==> src/hw/rtl/bthq_pkg.sv <==
// Shared types and constants for the button tap/hold qualifier.
// Used by every module under hw/rtl; depends on nothing else.
`default_nettype none

package bthq_pkg;

  localparam int CFG_INDEX_W = 2;
  localparam int CFG_DATA_W  = 20;

  localparam logic [CFG_INDEX_W-1:0] REG_DEBOUNCE = 2'd0;
  localparam logic [CFG_INDEX_W-1:0] REG_HOLD     = 2'd1;
  localparam logic [CFG_INDEX_W-1:0] REG_RECOVERY = 2'd2;

  localparam logic [15:0] DEBOUNCE_RST = 16'd30;
  localparam logic [15:0] HOLD_RST     = 16'd1500;
  localparam logic [19:0] RECOVERY_RST = 20'd10000;

  localparam logic [1:0] EV_NONE = 2'd0;
  localparam logic [1:0] EV_TAP  = 2'd1;
  localparam logic [1:0] EV_HOLD = 2'd2;

  typedef struct packed {
    logic        pin_level;
    logic [31:0] now_ms;
  } in_t;

  typedef struct packed {
    logic [1:0] event_res;
    logic       recovery;
  } out_t;

  typedef struct packed {
    logic [15:0] debounce_ms;
    logic [15:0] hold_ms;
    logic [19:0] recovery_ms;
  } cfg_t;

endpackage

`default_nettype wire

==> src/hw/rtl/bthq_cfg_regs.sv <==
// Configuration registers of the tap/hold qualifier.
// Depends on bthq_pkg for the register indexes, reset values and cfg_t.
`default_nettype none

module bthq_cfg_regs (
  input  wire logic                               clk,
  input  wire logic                               rst,
  input  wire logic                               cfg_we,
  input  wire logic [bthq_pkg::CFG_INDEX_W-1:0]   cfg_index,
  input  wire logic [bthq_pkg::CFG_DATA_W-1:0]    cfg_data,
  output bthq_pkg::cfg_t                          cfg
);

  always_ff @(posedge clk) begin
    if (rst) begin
      cfg.debounce_ms <= bthq_pkg::DEBOUNCE_RST;
      cfg.hold_ms     <= bthq_pkg::HOLD_RST;
      cfg.recovery_ms <= bthq_pkg::RECOVERY_RST;
    end else if (cfg_we) begin
      case (cfg_index)
        bthq_pkg::REG_DEBOUNCE: cfg.debounce_ms <= cfg_data[15:0];
        bthq_pkg::REG_HOLD:     cfg.hold_ms     <= cfg_data[15:0];
        bthq_pkg::REG_RECOVERY: cfg.recovery_ms <= cfg_data;
        default: ;  // drop writes beyond the register list
      endcase
    end
  end

endmodule

`default_nettype wire

==> src/hw/rtl/bthq_tracker.sv <==
// Button state tracker: debounce, press timing, tap/hold/recovery decisions.
// Depends on bthq_pkg; holds the per-button state and updates it once per sample.
`default_nettype none

module bthq_tracker (
  input  wire logic            clk,
  input  wire logic            rst,
  input  wire logic            en,
  input  wire bthq_pkg::in_t   sample,
  input  wire bthq_pkg::cfg_t  cfg,
  output bthq_pkg::out_t       res
);

  logic        raw_down, raw_down_next;
  logic        stable_down, stable_down_next;
  logic        hold_done, hold_done_next;
  logic        recovery_done, recovery_done_next;
  logic [31:0] raw_change_time, raw_change_time_next;
  logic [31:0] press_start_time, press_start_time_next;

  logic        down;
  logic [31:0] steady_ms;
  logic [31:0] press_ms;
  logic        flip;
  logic        tap;
  logic        hold_fire;
  logic        rec_fire;

  always_comb begin
    down = ~sample.pin_level;

    // restart the debounce timer on any raw change
    raw_down_next        = down;
    raw_change_time_next = (down != raw_down) ? sample.now_ms : raw_change_time;
    steady_ms            = sample.now_ms - raw_change_time_next;

    flip = (down != stable_down) && (steady_ms >= {16'd0, cfg.debounce_ms});
    tap  = flip && !down && !hold_done;

    stable_down_next      = flip ? down : stable_down;
    press_start_time_next = (flip && down) ? sample.now_ms : press_start_time;
    hold_done_next        = flip ? 1'b0 : hold_done;
    recovery_done_next    = flip ? 1'b0 : recovery_done;

    press_ms  = sample.now_ms - press_start_time_next;
    hold_fire = stable_down_next && !hold_done_next && (press_ms >= {16'd0, cfg.hold_ms});
    rec_fire  = stable_down_next && !recovery_done_next &&
                (press_ms >= {12'd0, cfg.recovery_ms});

    if (hold_fire) hold_done_next = 1'b1;
    if (rec_fire)  recovery_done_next = 1'b1;

    res.event_res = hold_fire ? bthq_pkg::EV_HOLD :
                    (tap ? bthq_pkg::EV_TAP : bthq_pkg::EV_NONE);
    res.recovery  = rec_fire;
  end

  always_ff @(posedge clk) begin
    if (rst) begin
      raw_down         <= 1'b0;
      stable_down      <= 1'b0;
      hold_done        <= 1'b0;
      recovery_done    <= 1'b0;
      raw_change_time  <= '0;
      press_start_time <= '0;
    end else if (en) begin
      raw_down         <= raw_down_next;
      stable_down      <= stable_down_next;
      hold_done        <= hold_done_next;
      recovery_done    <= recovery_done_next;
      raw_change_time  <= raw_change_time_next;
      press_start_time <= press_start_time_next;
    end
  end

`ifndef NO_ASSERTIONS
  // a reported hold must latch so it cannot repeat within the press
  a_hold_latches: assert property (@(posedge clk) disable iff (rst)
    (en && res.event_res == bthq_pkg::EV_HOLD) |=> hold_done)
    else $error("hold reported but not latched");

  // a tap only comes with a release, so recovery cannot fire with it
  a_tap_no_rec: assert property (@(posedge clk) disable iff (rst)
    (en && res.event_res == bthq_pkg::EV_TAP) |-> !res.recovery)
    else $error("tap and recovery on the same sample");

  // a stable release with no earlier hold must give a tap
  a_release_tap: assert property (@(posedge clk) disable iff (rst)
    (en && stable_down && !stable_down_next && !hold_done) |->
      res.event_res == bthq_pkg::EV_TAP)
    else $error("release without tap");

  // the flags only live while the button is stably down
  a_flags_pressed: assert property (@(posedge clk) disable iff (rst)
    (hold_done || recovery_done) |-> stable_down)
    else $error("flag set while released");
`endif

endmodule

`default_nettype wire

==> src/hw/rtl/button_tap_hold_qualifier_core.sv <==
// Top level of the button tap/hold qualifier: input register, tracker, result register.
// Depends on bthq_pkg, bthq_cfg_regs and bthq_tracker.
`default_nettype none

// Takes one sample per clock (pin level, active low, plus a wrapping ms time) and
// returns exactly one result per sample: tap on a debounced release with no hold before
// it, hold once when the press reaches hold_ms, and a recovery flag once at recovery_ms.
// A sample is registered on acceptance and evaluated straight into the result register
// once that register is free. Throughput is one sample per cycle while out_ready keeps
// the result register draining; the tracker state updating once per sample is what
// sets that rate. The input side keeps accepting while a result waits, as long as the
// result register can drain. The user must write configuration through cfg_we/cfg_index/
// cfg_data only while the block is idle; the block itself does not enforce this.
module button_tap_hold_qualifier_core (
  input  wire logic                               clk,
  input  wire logic                               rst,
  input  wire logic                               in_valid,
  output      logic                               in_ready,
  input  wire bthq_pkg::in_t                      in_data,
  output      logic                               out_valid,
  input  wire logic                               out_ready,
  output bthq_pkg::out_t                          out_data,
  input  wire logic                               cfg_we,
  input  wire logic [bthq_pkg::CFG_INDEX_W-1:0]   cfg_index,
  input  wire logic [bthq_pkg::CFG_DATA_W-1:0]    cfg_data
);

  bthq_pkg::cfg_t cfg;
  bthq_pkg::in_t  sample;
  bthq_pkg::out_t res;
  logic           sample_valid;
  logic           advance;

  // move the held sample into the result register when that register is free
  assign advance  = sample_valid && (!out_valid || out_ready);
  assign in_ready = !sample_valid || advance;

  bthq_cfg_regs u_cfg (
    .clk       (clk),
    .rst       (rst),
    .cfg_we    (cfg_we),
    .cfg_index (cfg_index),
    .cfg_data  (cfg_data),
    .cfg       (cfg)
  );

  bthq_tracker u_tracker (
    .clk    (clk),
    .rst    (rst),
    .en     (advance),
    .sample (sample),
    .cfg    (cfg),
    .res    (res)
  );

  always_ff @(posedge clk) begin
    if (rst) begin
      sample_valid <= 1'b0;
    end else if (in_ready) begin
      sample_valid <= in_valid;
    end
  end

  always_ff @(posedge clk) begin
    if (in_valid && in_ready) begin
      sample <= in_data;
    end
  end

  always_ff @(posedge clk) begin
    if (rst) begin
      out_valid <= 1'b0;
    end else if (advance) begin
      out_valid <= 1'b1;
    end else if (out_ready) begin
      out_valid <= 1'b0;
    end
  end

  always_ff @(posedge clk) begin
    if (advance) begin
      out_data <= res;
    end
  end

endmodule

`default_nettype wire

==> config.mk <==
export PLATFORM = sky130hd
export DESIGN_NAME = button_tap_hold_qualifier_core
export DESIGN_NICKNAME = d
export VERILOG_FILES = /design/src/hw/rtl/bthq_pkg.sv /design/src/hw/rtl/bthq_cfg_regs.sv /design/src/hw/rtl/bthq_tracker.sv /design/src/hw/rtl/button_tap_hold_qualifier_core.sv
export SDC_FILE = /design/constraint.sdc
export NUM_CORES = 1
export LEC_CHECK = 0
export BUFFER_PORTS_ARGS = -buffer_cell sky130_fd_sc_hd__buf_4
export CAP_MARGIN = 20
export CORE_MARGIN = 3
export CORE_UTILIZATION = 58
export CTS_CLUSTER_SIZE = 8
export DETAILED_ROUTE_END_ITERATION = 10
export PLACE_DENSITY = 0.72
export SYNTH_ARGS = -nofsm -noshare
export SYNTH_HDL_FRONTEND = slang
export SYNTH_SLANG_ARGS = --single-unit
==> constraint.sdc <==
create_clock -name clk -period 14.5 [get_ports clk]
set_input_delay 2.9 -clock clk [delete_from_list [all_inputs] [get_ports clk]]
set_output_delay 2.9 -clock clk [all_outputs]
set_load 0.02 [all_outputs]
==> flow_summary.json <==
{
  "num_vias": 9909,
  "grt_antenna_before_repair": 0,
  "slew_violations": 0,
  "synth_cell_types": 80,
  "power_density_nw_per_um2": 113,
  "max_freq_mhz": 93.8,
  "numCtsBuffers": 17,
  "clkSlewWorstSetupHoldPaths_ps": 70,
  "final_cell_mix": "nand2_1 (221), a21oi_1 (166), dfxtp_1 (122)",
  "grt_max_degree": 89,
  "syn-instance-count": 1369,
  "die-area_um2": 20900,
  "track_usage_pct": 28.1,
  "post_synth.cell_area_avg_um2": 8.12,
  "fp-row-count": 49,
  "via_per_inst": 6.06,
  "post-dp-hpwl_um": 21500,
  "end_kind": "flip-flop",
  "maxCapViolCount": 0,
  "insertion_delay_ps": 420,
  "start_kind": "flip-flop",
  "cts_root_buffer": "clkbuf_16",
  "area_delta_synth_final_pct": 10.6,
  "worst_ep_arrival_time_ps": 10830,
  "initial_core_util_pct": 60.4,
  "ant_nets": 0,
  "h-tree-depth": 4,
  "tns_ps": 0,
  "cts.sinks": 158,
  "cts_hold_buf": 0,
  "routedWlPerCell_um": 17.9,
  "postSynth.asyncResetShare_pct": 0,
  "period_needed_ps": 10670,
  "cp.required_ps": 14660,
  "p_leak_nw": 4.91,
  "slew_headroom_pct": 32.2,
  "syn_nets": 1535,
  "utilization_pct": 66.8,
  "tightest_slew_ps": 1020,
  "grt_first_pass_wirelength_um": 46800,
  "overflow": 0,
  "synth_edf_count": 36,
  "die_x_um": 144,
  "cts_tree": "yes",
  "crit_type": "flip-flop to flip-flop",
  "fin_crit_sh_pct": 73.6,
  "post-cts-setup-buffers": 0,
  "rsz0062_at_grt": "false",
  "cts_buffer_depth": 2,
  "syn_area_um2": 11100,
  "port_buffers": 64,
  "nets": 1559,
  "first_iter_violations": 736,
  "drcViolationCount": 0,
  "hold_viol": 0,
  "fillers": 1571,
  "synth_top_flop_cell": "dfxtp_1",
  "worstPathMaxFanout": 35,
  "place.gp.congestion": 0.976,
  "totalWireLength_um": 29200,
  "die_h_um": 144,
  "setup_viol": 0,
  "slowest_stage": "xor2_2",
  "core_um2": 18400,
  "ios": 65,
  "diodes": 0,
  "firstDrtPassIters": 5,
  "slowest_delay_ps": 850,
  "cts.repair.resized": 0,
  "seq_area_frac_synth_pct": 31.7,
  "holdCritPathClass": "flip-flop to flip-flop",
  "ys_ff_latch": 158,
  "outcome": "finished clean",
  "final_common_cell": "nand2_1",
  "fin_skew_ps": 12.3,
  "peakVddDrop_v": 0.000121,
  "grt_pass1_vias": 9190,
  "drive_gt1_share_pct": 9.10,
  "yosys_warnings": 0
}
[sequential cells by signal (all words and copies together), names as in the netlist]
register / count
out_valid: 1
out_data: 3
u_tracker.raw_down: 1
u_cfg.cfg: 52
u_tracker.recovery_done: 1
sample_valid: 1
u_tracker.hold_done: 1
sample: 33
u_tracker.raw_change_time: 32
u_tracker.press_start_time: 32
u_tracker.stable_down: 1
[metrics by stage]
step | hold WS (ps) | total power [mW] | cells | setup WS, ps | cell area (um2)
floorplan | 433 | 0.828 | 1369 | 5380 | 11100
global placement | 440 | 0.930 | 1602 | 4280 | 11700
detailed placement | 446 | 0.936 | 1602 | 4020 | 11700
CTS | 455 | 1.39 | 1634 | 3980 | 12300
global route | 471 | 1.47 | 1635 | 3040 | 12300
finish | 455 | 1.39 | 1635 | 3830 | 12300
[worst max-delay path: cells and delay by family (launching register included)]
family | cells | cell delay [ps]
AOI/OAI and AO/OA | 19 | 3870
xor gates and xnor gates | 3 | 1310
adders and majority gates | 4 | 1090
buffers and inverters | 2 | 400
DFF | 1 | 560
muxes | 1 | 340
and+or+nand+nor | 12 | 2820
[worst paths after layout]
check | start | end | slack, ps | depth (start not counted)
setup / recovery | sample[32]$_DFFE_PP_ | out_data[2]$_SDFFCE_PP1P_ | 3830 | 41
hold / removal | u_tracker.press_start_time[21]$_SDFFE_PP0P_ | u_tracker.press_start_time[21]$_SDFFE_PP0P_ | 450 | 2
setup reg to reg | sample[32]$_DFFE_PP_ | out_data[2]$_SDFFCE_PP1P_ | 3830 | 41
hold reg to reg | u_tracker.press_start_time[21]$_SDFFE_PP0P_ | u_tracker.press_start_time[21]$_SDFFE_PP0P_ | 450 | 2
[layer usage]
layer / track usage (%) / share of wire, %
met1: 42.0 / 49
met2: 42.2 / 43
met3: 4.40 / 6.0
met4: 7.51 / 2.0
met5: 0 / 0
[area by class of cell]
class                   count  area (um2)  share of cell area (%)
clock buffers              19         454                    3.70
clock inverters            13         124                    1.01
inverters                  71         267                    2.17
multi-input cells        1074        7080                    57.6
flip-flops and latches    158        3520                    28.7
well taps                 229         287                    2.33
repair buffers             71         553                    4.50
[power breakdown]
| group | switching [mW] | leakage, nW | total [mW] | internal [mW] |
|---|---|---|---|---|
| registers | 0.0213 | 1.35 | 0.493 | 0.472 |
| logic | 0.262 | 3.27 | 0.446 | 0.184 |
| clock network | 0.201 | 0.292 | 0.452 | 0.251 |
| total | 0.485 | 4.91 | 1.39 | 0.907 |
[Yosys cell counts (7+ instances only)]
master | number | area share, %
mux2i_1 | 55 | 5.0
xor2_1 | 12 | 0.95
nand2_1 | 221 | 7.5
nor2_1 | 95 | 3.2
and2_1 | 9 | 0.51
o21bai_1 | 7 | 0.47
clkbuf_1 | 55 | 1.9
inv_1 | 70 | 2.4
a31oi_1 | 9 | 0.51
nor3_1 | 14 | 0.63
a21oi_1 | 166 | 7.5
o211ai_1 | 10 | 0.68
o21a_1 | 11 | 0.74
dfxtp_1 | 122 | 22
o2111ai_1 | 7 | 0.55
a211o_1 | 24 | 1.9
o21ai_0 | 57 | 2.6
a211oi_1 | 35 | 2.4
ha_1 | 105 | 12
nor2b_1 | 16 | 0.90
a21o_1 | 29 | 2.0
edfxtp_1 | 36 | 9.7
nand3_1 | 13 | 0.59
nand4_1 | 15 | 0.84
nand2b_1 | 22 | 1.2
xnor2_1 | 40 | 3.2
[logic make-up (layout without fill, tap and decap cells)]
| family | Yosys count | count (layout) | synth area share, % |
|---|---|---|---|
| simple gates | 447 | 447 | 18.3 |
| fa+ha+maj | 106 | 106 | 12.0 |
| flops | 158 | 158 | 31.7 |
| xor+xnor | 54 | 54 | 4.39 |
| mux | 56 | 56 | 5.06 |
| buf+inv | 137 | 174 | 4.76 |
| compound gates | 411 | 411 | 23.8 |
(Power assumes the default switching activity.)
